<file path="src/hdl/shd_pkg.sv">
package shd_pkg;

  localparam int BUFFER_SIZE = 64;
  localparam int FILL_LIMIT  = BUFFER_SIZE - 2;
  localparam int FILL_W      = 6;

  localparam logic [7:0] CH_START = 8'h2A;
  localparam logic [7:0] CH_END   = 8'h23;
  localparam logic [7:0] CH_CR    = 8'h0D;
  localparam logic [7:0] CH_LF    = 8'h0A;
  localparam logic [7:0] CH_NUL   = 8'h00;

  typedef enum logic [1:0] {
    KIND_BYTE         = 2'd0,
    KIND_UNTERMINATED = 2'd1,
    KIND_OVERLONG     = 2'd2
  } kind_t;

  typedef enum logic [4:0] {
    ST_IN      = 5'b00001,
    ST_EXEC    = 5'b00010,
    ST_RD_ADDR = 5'b00100,
    ST_RD_DATA = 5'b01000,
    ST_END     = 5'b10000
  } state_t;

  typedef struct packed {
    logic              we;
    logic [FILL_W-1:0] waddr;
    logic [7:0]        wdata;
    logic              re;
    logic [FILL_W-1:0] raddr;
  } mem_req_t;

endpackage

</file>
<file path="src/hdl/star_hash_reply_deframer.sv">
// channel  valid      stall      payload
// rx       rx_valid   rx_stall   rx_byte
// result   res_valid  res_stall  result_kind, frame_byte, last_of_run
//
// A byte is registered in ST_IN and handled in ST_EXEC; rx_stall holds
// off the next byte until it is stored or skipped. On '#' the frame is
// read back from the store word by word (address in ST_RD_ADDR, then
// registered read data in ST_RD_DATA), followed by the '#' itself.
// Reset is synchronous and clears the fill count; store contents are kept.
// res_stall holds the output register and the sequencer behind it.
module star_hash_reply_deframer (
  input  logic       clk,
  input  logic       rst,
  input  logic       rx_valid,
  output logic       rx_stall,
  input  logic [7:0] rx_byte,
  output logic       res_valid,
  input  logic       res_stall,
  output logic [1:0] result_kind,
  output logic [7:0] frame_byte,
  output logic       last_of_run
);

  shd_pkg::mem_req_t req;
  logic [7:0]        rdata;

  shd_ctrl u_ctrl (
    .clk         (clk),
    .rst         (rst),
    .rx_valid    (rx_valid),
    .rx_stall    (rx_stall),
    .rx_byte     (rx_byte),
    .res_valid   (res_valid),
    .res_stall   (res_stall),
    .result_kind (result_kind),
    .frame_byte  (frame_byte),
    .last_of_run (last_of_run),
    .req         (req),
    .rdata       (rdata)
  );

  shd_store u_store (
    .clk   (clk),
    .req   (req),
    .rdata (rdata)
  );

endmodule

</file>
<file path="src/hdl/shd_store.sv">
module shd_store (
  input  logic             clk,
  input  shd_pkg::mem_req_t req,
  output logic [7:0]       rdata
);

  logic [7:0] mem [shd_pkg::BUFFER_SIZE];

  always_ff @(posedge clk) begin
    if (req.we) begin
      mem[req.waddr] <= req.wdata;
    end
    if (req.re) begin
      rdata <= mem[req.raddr];
    end
  end

endmodule

</file>
<file path="src/hdl/shd_ctrl.sv">
module shd_ctrl (
  input  logic              clk,
  input  logic              rst,
  input  logic              rx_valid,
  output logic              rx_stall,
  input  logic [7:0]        rx_byte,
  output logic              res_valid,
  input  logic              res_stall,
  output logic [1:0]        result_kind,
  output logic [7:0]        frame_byte,
  output logic              last_of_run,
  output shd_pkg::mem_req_t req,
  input  logic [7:0]        rdata
);

  shd_pkg::state_t            state, state_next;
  logic [shd_pkg::FILL_W-1:0] fill, fill_next;
  logic [shd_pkg::FILL_W-1:0] idx, idx_next;
  logic [7:0]                 rx_hold;
  logic                       out_free;
  logic                       load;
  shd_pkg::kind_t             load_kind;
  logic [7:0]                 load_byte;
  logic                       load_last;

  assign rx_stall = (state != shd_pkg::ST_IN);
  assign out_free = !res_valid || !res_stall;

  always_comb begin
    state_next = state;
    fill_next  = fill;
    idx_next   = idx;
    load       = 1'b0;
    load_kind  = shd_pkg::KIND_BYTE;
    load_byte  = 8'h00;
    load_last  = 1'b0;
    req        = '0;
    case (state)
      shd_pkg::ST_IN: begin
        if (rx_valid) begin
          state_next = shd_pkg::ST_EXEC;
        end
      end
      shd_pkg::ST_EXEC: begin
        if (rx_hold == shd_pkg::CH_START) begin
          if (fill == '0) begin
            req.we     = 1'b1;
            req.wdata  = shd_pkg::CH_START;
            fill_next  = shd_pkg::FILL_W'(1);
            state_next = shd_pkg::ST_IN;
          end else if (out_free) begin
            load       = 1'b1;
            load_kind  = shd_pkg::KIND_UNTERMINATED;
            load_last  = 1'b1;
            req.we     = 1'b1;
            req.wdata  = shd_pkg::CH_START;
            fill_next  = shd_pkg::FILL_W'(1);
            state_next = shd_pkg::ST_IN;
          end
        end else if (fill == '0 ||
                     rx_hold inside {shd_pkg::CH_CR, shd_pkg::CH_LF, shd_pkg::CH_NUL}) begin
          state_next = shd_pkg::ST_IN;
        end else if (rx_hold == shd_pkg::CH_END) begin
          idx_next   = '0;
          state_next = shd_pkg::ST_RD_ADDR;
        end else if (fill >= shd_pkg::FILL_W'(shd_pkg::FILL_LIMIT)) begin
          if (out_free) begin
            load       = 1'b1;
            load_kind  = shd_pkg::KIND_OVERLONG;
            load_last  = 1'b1;
            fill_next  = '0;
            state_next = shd_pkg::ST_IN;
          end
        end else begin
          req.we     = 1'b1;
          req.waddr  = fill;
          req.wdata  = rx_hold;
          fill_next  = fill + shd_pkg::FILL_W'(1);
          state_next = shd_pkg::ST_IN;
        end
      end
      shd_pkg::ST_RD_ADDR: begin
        req.re     = 1'b1;
        req.raddr  = idx;
        state_next = shd_pkg::ST_RD_DATA;
      end
      shd_pkg::ST_RD_DATA: begin
        if (out_free) begin
          load      = 1'b1;
          load_byte = rdata;
          idx_next  = idx + shd_pkg::FILL_W'(1);
          if (idx + shd_pkg::FILL_W'(1) == fill) begin
            state_next = shd_pkg::ST_END;
          end else begin
            state_next = shd_pkg::ST_RD_ADDR;
          end
        end
      end
      shd_pkg::ST_END: begin
        if (out_free) begin
          load       = 1'b1;
          load_byte  = shd_pkg::CH_END;
          load_last  = 1'b1;
          fill_next  = '0;
          state_next = shd_pkg::ST_IN;
        end
      end
      default: begin
        state_next = shd_pkg::ST_IN;
      end
    endcase
  end

  always_ff @(posedge clk) begin
    if (rst) begin
      state     <= shd_pkg::ST_IN;
      fill      <= '0;
      idx       <= '0;
      res_valid <= 1'b0;
    end else begin
      state <= state_next;
      fill  <= fill_next;
      idx   <= idx_next;
      if (load) begin
        res_valid <= 1'b1;
      end else if (!res_stall) begin
        res_valid <= 1'b0;
      end
    end
  end

  always_ff @(posedge clk) begin
    if (state == shd_pkg::ST_IN && rx_valid) begin
      rx_hold <= rx_byte;
    end
    if (load) begin
      result_kind <= load_kind;
      frame_byte  <= load_byte;
      last_of_run <= load_last;
    end
  end

endmodule
</file>
<file path="config.mk">
export PLATFORM = sky130hd
export DESIGN_NAME = star_hash_reply_deframer
export DESIGN_NICKNAME = d
export VERILOG_FILES = /design/src/hdl/shd_pkg.sv /design/src/hdl/star_hash_reply_deframer.sv /design/src/hdl/shd_store.sv /design/src/hdl/shd_ctrl.sv
export SDC_FILE = /design/constraint.sdc
export NUM_CORES = 1
export LEC_CHECK = 0
export ABC_CLOCK_PERIOD_IN_PS = 4760
export BUFFER_PORTS_ARGS = -buffer_cell sky130_fd_sc_hd__buf_2
export CORE_UTILIZATION = 34
export DETAILED_ROUTE_END_ITERATION = 7
export GPL_TIMING_DRIVEN = 0
export RECOVER_POWER = 100
export SYNTH_ARGS = -nofsm -noshare
export SYNTH_HDL_FRONTEND = slang
export SYNTH_SLANG_ARGS = --single-unit
</file>
<file path="constraint.sdc">
create_clock -name clk -period 4.76 [get_ports clk]
set_input_delay 0.952 -clock clk [delete_from_list [all_inputs] [get_ports clk]]
set_output_delay 0.952 -clock clk [all_outputs]
set_load 0.01 [all_outputs]
</file>
==> out/summary.txt, run 1 <==
Clock Sinks: 557
Avg Cell Area, Syn: 15.62 µm²
Unrepaired setup endpoints after global routing: no
CP max FO: 9
Violated checks: max-capacitance violations, max-slew violations
Gr usage total: 0.1823
Worst setup SP type: flop
Antenna diode instance count: 0
WL per Instance: 25.17 µm
Grt ovf: 0
Setup Buffers After CTS: 0
Post-synth EDFFs: 539
Seq/Total Area, Yosys: 0.7203
Post-synthesis async set-or-reset flop share: 0
Final worst slack: 0.2139 ns
WP data arrival: 4.74 ns
Clk Latency, worst-skew pair: 0.62 ns
Layout cells sized above 1: 0.1414
Htree depth: 2
Worst setup EP type: flop
Synth top cells by count: edfxtp_1, nand2_1, nor2_1
Num CTS Buffers: 55
Pin count of the biggest net entering global routing: 65
PortBufs: 23
Logic pwr share: 0.019
Sw frac: 0.2056
Critical path class: flop to flop
Final worst path period need: 4.546 ns
Pre-CTS setup slack: 0.5190 ns
Clock tree buffer depth: 3
Most numerous cell in the Yosys netlist: edfxtp_1
Die Height: 261.9 µm
Hold_buf cts: 0
Proportion of power drawn by the clock network: 0.432
ANT nets after route: 0
Largest cells by area after synthesis: edfxtp_1, mux2i_1, mux4_2
CP Data Required Time: 4.96 ns
Area Growth Syn to Fin: 13.03%
Pwr Density: 375.1 nW/µm²
DR vias/cell: 5.550
Max-slew violations: 128
Setup Viol. Count Final: 0
Netlist Area Pre-Place: 22,970 µm²
DRT Pass-1 Iters: 5
DRC: 0
DRT Wirelength: 62,510 µm
Initial core utilization: 0.3463
Vias in the first global route: 13,258
Via count: 13,780
Final hold slack: 0.5062 ns
Syn Inst Count: 1,471
Synth area leader: edfxtp_1
Seq cells post-synth: 557
CTS tree: done
Routability congestion estimate: 0.9237
Leakage: 7.469 nW
Synth cell types: 71
Max rail drop VDD: 239.9 µV
Switch Pwr: 2.002 mW
Hold/Removal Path Class: primary input to flop
Io pins: 25
P_int: 7.738 mW
Floorplan core area: 66,330 µm²
Initial antenna violation count: 0
CTS resizes: 0
Die area: 68,600 µm²
Detailed Route Iter0 Violations: 1,437
Root buffer cell: clkbuf_16
Layout Utilization: 0.3914
Die width: 261.9 µm
Synth warnings: 0
Clock transition at path regs: 0.06 ns
Clock Skews: 0.01589 ns
Max-slew headroom: -0.2460
Most used DFF post-synth: edfxtp_1
Final nets: 1,589
Share of the synthesized area in the top cell type: 0.7046
Status: finished with violations
Row cnt: 94
Final hold violations: 0
First-pass GRT wire length: 90,460 µm
Slew @ Worst Pin: 1.849 ns
HPWL after DPL: 42,360 µm
Fmax: 0.2200 GHz
Max_cap viols: 3
Fin crit share: 0.9551
Proportion of power drawn by flip-flops and latches: 0.549
==> cells by family after synthesis <==
group / count (synthesis) / synth area share
AOI/OAI and AO/OA: 280 / 0.08617
xor gates and xnor gates: 11 / 0.004793
adders and majority gates: 4 / 0.002179
buffers and inverters: 113 / 0.02173
DFF: 557 / 0.7203
muxes: 158 / 0.08900
other: 1 / 0.0001633
and+or+nand+nor: 347 / 0.07566
==> worst paths after layout <==
path / from / cells after the start / slack [ns] / end
max: u_ctrl.fill[1] / 9 / 0.21 / u_store.mem[8][5]
min: rx_byte[2] / 1 / 0.51 / u_ctrl.rx_hold[2]
max reg2reg: u_ctrl.fill[1] / 9 / 0.21 / u_store.mem[8][5]
min reg2reg: u_store.rdata[2] / 1 / 0.63 / u_ctrl.frame_byte[2]
==> state kept, by name, indices dropped and copies added (netlist names) <==
register,cells
u_ctrl.fill,6
u_ctrl.last_of_run,1
u_store.rdata,8
u_ctrl.res_valid,1
u_ctrl.result_kind,2
u_ctrl.idx,6
u_ctrl.rx_hold,8
u_store.mem,512
u_ctrl.state,5
u_ctrl.frame_byte,8
==> worst max-delay path: stages (launching register included) <==
cell and delay (ns):
dfxtp_1 0.36, clkbuf_1 0.36, inv_1 0.16, ha_1 0.20
nor2b_1 0.15, a211oi_1 0.41, and3_2 0.29, nand3_1 0.13
o21ai_0 1.44, nor2_1 0.62
==> power by group through the flow <==
stage | clock (mW) | combinational [mW] | sequential (mW)
detailed placement | 0 | 0.189 | 5.45
floorplan | 0 | 0.128 | 5.44
finish | 4.21 | 0.187 | 5.35
global placement | 0 | 0.183 | 5.45
global route | 4.42 | 0.205 | 5.35
CTS | 4.25 | 0.189 | 5.34
==> routing by layer <==
metal,GRT usage,part of all wire
met5,0,0
met3,0.03376,0.074
met1,0.2384,0.41
met2,0.2967,0.47
met4,0.07900,0.042
==> cell type report <==
type,count,area [µm²]
tap,864,1081
inverter,15,56.30
fill,6120,40370
buffer,98,424.2
clock buffer,68,1476
clock inverter,35,252.7
multi-input combinational,816,5918
sequential,557,16550
timing repair buffer,30,209.0
==> stage by stage <==
stage | instance area (µm²) | power, mW | cells | TNS (ns)
2_1_floorplan | 23030 | 5.571 | 1486 | 0
3_3_place_gp | 24220 | 5.630 | 2373 | -49.32
3_5_place_dp | 24370 | 5.638 | 2380 | 0
4_1_cts | 26100 | 9.785 | 2483 | 0
5_1_grt | 25960 | 9.973 | 2483 | 0
6_report | 25960 | 9.740 | 2483 | 0
==> layout by cell type (no fill, tap or decap), types with 13 or more instances in the layout <==
cell type | netlist | routed
edfxtp_1 | 539 | 539
nand2_1 | 108 | 108
nor2_1 | 92 | 100
clkbuf_1 | 50 | 81
mux2i_1 | 76 | 76
o21ai_0 | 61 | 62
clkbuf_16 | 0 | 56
mux2_2 | 50 | 50
a21oi_1 | 37 | 37
buf_2 | 33 | 35
mux4_2 | 32 | 32
nand3_1 | 29 | 31
a211oi_1 | 25 | 26
a31oi_1 | 26 | 26
and3_1 | 24 | 24
o22ai_1 | 18 | 18
dfxtp_1 | 18 | 18
clkinv_1 | 0 | 17
nor3_1 | 16 | 16
a221oi_1 | 16 | 16
conb_1 | 1 | 16
nand4_1 | 14 | 15
inv_1 | 15 | 15
o211ai_1 | 13 | 13
Note: power is estimated with default switching activity, not from simulation.
==> inputs of run 2 (changes only) <==
--- a/config.mk
+++ b/config.mk
@@ -10,6 +10,7 @@
 export CORE_UTILIZATION = 34
 export DETAILED_ROUTE_END_ITERATION = 7
 export GPL_TIMING_DRIVEN = 0
+export PLACE_DENSITY = 0.51
 export RECOVER_POWER = 100
 export SYNTH_ARGS = -nofsm -noshare
 export SYNTH_HDL_FRONTEND = slang
==> out/summary.txt, run 2 (synthesis gave the netlist of run 1 again) <==
Status: finished with violations
Violated checks: max-capacitance violations, max-slew violations
Largest Register: u_store.mem
Final hold violations: 0 (unchanged)
Io pins: 25 (unchanged)
CP max FO: 10 (+1)
Die area: 68,600 µm² (unchanged)
HPWL after DPL: 43,950 µm (+3.8%)
Most frequent cells in the layout: edfxtp_1, nand2_1, nor2_1
Final worst slack: 0.2793 ns (+0.06538 ns)
ANT nets after route: 0 (unchanged)
Area Growth Syn to Fin: 13.05% (about the same)
Reg2reg setup slack: 0.28 ns (+0.07 ns)
Num CTS Buffers: 57 (+3.6%)
Pwr Density: 383.1 nW/µm² (+2.1%)
DRC: 0 (unchanged)
DRT Wirelength: 65,440 µm (+4.7%)
Row cnt: 94 (unchanged)
Final instance area: 25,970 µm² (about the same)
Worst setup SP type: flop
Final hold slack: 0.5105 ns (+0.004285 ns)
Worst min-delay path startpoint: rx_byte[3]
Max rail drop VDD: 313.0 µV (+30%)
Initial core utilization: 0.3463 (unchanged)
Clock tree buffer depth: 3 (unchanged)
Hold/Removal Path Class: primary input to flop
Initial antenna violation count: 0 (unchanged)
DR vias/cell: 5.517 (-0.60%)
CP Data Required Time: 5.01 ns (+0.05 ns)
WL per Instance: 26.35 µm (+4.6%)
Clock Sinks: 557 (unchanged)
DRT met1 WL: 28,560 µm (+11%)
Grt ovf: 0 (unchanged)
Hold depth: 1 (unchanged)
Critical path class: flop to flop
Slew @ Worst Pin: 1.608 ns (-0.2414 ns)
Layout cells sized above 1: 0.1414 (about the same)
Clock Skews: 0.01707 ns (+0.001174 ns)
Metal3 WL: 4310 µm (-6.4%)
Leakage: 7.477 nW (+0.11%)
Setup Viol. Count Final: 0 (unchanged)
Power, Total: 9.947 mW (+2.1%)
DRT Pass-1 Iters: 5 (unchanged)
Final nets: 1,588 (-0.063%)
Worst setup EP type: flop
Clock transition at path regs: 0.07 ns (about the same)
Max_cap viols: 3 (unchanged)
Metal2 WL: 29,990 µm (+1.7%)
Fmax: 0.2232 GHz (+1.5%)
Antenna diode instance count: 0 (unchanged)
Area of the multi-input gates: 5892 µm² (-0.44%)
Die Height: 261.9 µm (unchanged)
Endpoint, Worst Hold: u_ctrl.rx_hold[3]
Commonest non-fill, non-tap cell in the layout: edfxtp_1
Pin count of the biggest net entering global routing: 65 (unchanged)
WP data arrival: 4.73 ns (about the same)
Pre-CTS setup slack: 0.2243 ns (-0.2946 ns)
PortBufs: 23 (unchanged)
Largest register FFs: 512 (unchanged)
Fill cell count: 6,181 (+1.0%)
RR Startpoint: u_ctrl.fill[0]
Final worst path period need: 4.481 ns (-0.06538 ns)
CTS tree: done
Setup Buffers After CTS: 0 (unchanged)
Unrepaired setup endpoints after global routing: no
Detailed Route Iter0 Violations: 1,485 (+3.3%)
Max-slew violations: 259 (+100%)
Fin crit share: 0.9413 (-0.01373)
Placement Cell Area: 24,320 µm² (-0.23%)
Root buffer cell: clkbuf_16
Via count: 13,703 (-0.56%)
Die width: 261.9 µm (unchanged)
Floorplan core area: 66,330 µm² (unchanged)
First-pass GRT wire length: 94,050 µm (+4.0%)
Worst R2R Path Depth: 11 (+2)
Clk Latency, worst-skew pair: 0.63 ns (about the same)
Max-slew headroom: -0.07200 (+0.1740)
Gr usage total: 0.1916 (+0.009267)
FF-to-FF End: u_store.mem[61][2]
Seq. cell area: 16,550 µm² (unchanged)
Htree depth: 2 (unchanged)
Vias in the first global route: 13,201 (-0.43%)
Highest routed layer: met4
Routability congestion estimate: 0.9243 (about the same)
## run 2: area by class of cell
| cell class | count | area share |
|---|---|---|
| well taps | 864 | 0.04163 |
| inverters | 15 | 0.002168 |
| plain buffers | 98 | 0.01633 |
| flip-flops and latches | 557 | 0.6371 |
| clock buffers | 73 | 0.05724 |
| clock inverters | 34 | 0.01286 |
| repair buffers | 27 | 0.005734 |
| multi-input cells | 816 | 0.2269 |
## run 2: worst max-delay path: stages, from the launching register on
cell	delay (ns)
dfxtp_1	0.34
clkbuf_1	0.34
inv_1	0.22
ha_1	0.25
nor2b_1	0.16
a211oi_2	0.32
and3_2	0.27
and3_1	0.16
buf_4	0.13
clkbuf_1	0.40
nand3_1	0.63
nor2_1	0.85
## run 2: what timing repair did
action | in CTS | in global routing
hold buffers | 0 | 0
gates resized for setup | 0 | 1
setup endpoints to repair | 0 | 3
## run 2: routing by layer
metal  up-vias  global-route usage
li1       6005                   -
met1      7017              0.2697
met2       561              0.2995
met3       120             0.02701
met4         0             0.07563
met5         -                   0
## run 2: worst max-delay path by stage
stage	start	to	cells after the start
3_3_place_gp	u_ctrl.fill[0]	u_store.mem[14][3]	9
2_1_floorplan	u_ctrl.fill[0]	u_store.mem[0][0]	10
4_1_cts	u_ctrl.fill[0]	u_store.mem[59][3]	9
3_5_place_dp	u_ctrl.fill[0]	u_store.mem[59][0]	9
5_1_grt	u_ctrl.idx[2]	u_store.rdata[4]	9
6_report	u_ctrl.fill[0]	u_store.mem[61][2]	11
## run 2: where the power goes
group,total [mW],switching (mW),leakage (nW),internal (mW)
Clock,4.41,1.88,0.889,2.53
Combinational,0.189,0.135,2.24,0.0536
Sequential,5.35,0.0171,4.34,5.33
## run 2: stage by stage
stage	util	std cells	setup TNS [ns]
2_1_floorplan	-	1486	0
3_3_place_gp	0.3652	2373	-144.54
3_5_place_dp	0.3666	2377	0
4_1_cts	0.3941	2484	0
5_1_grt	0.3915	2484	0
6_report	0.3915	2484	0
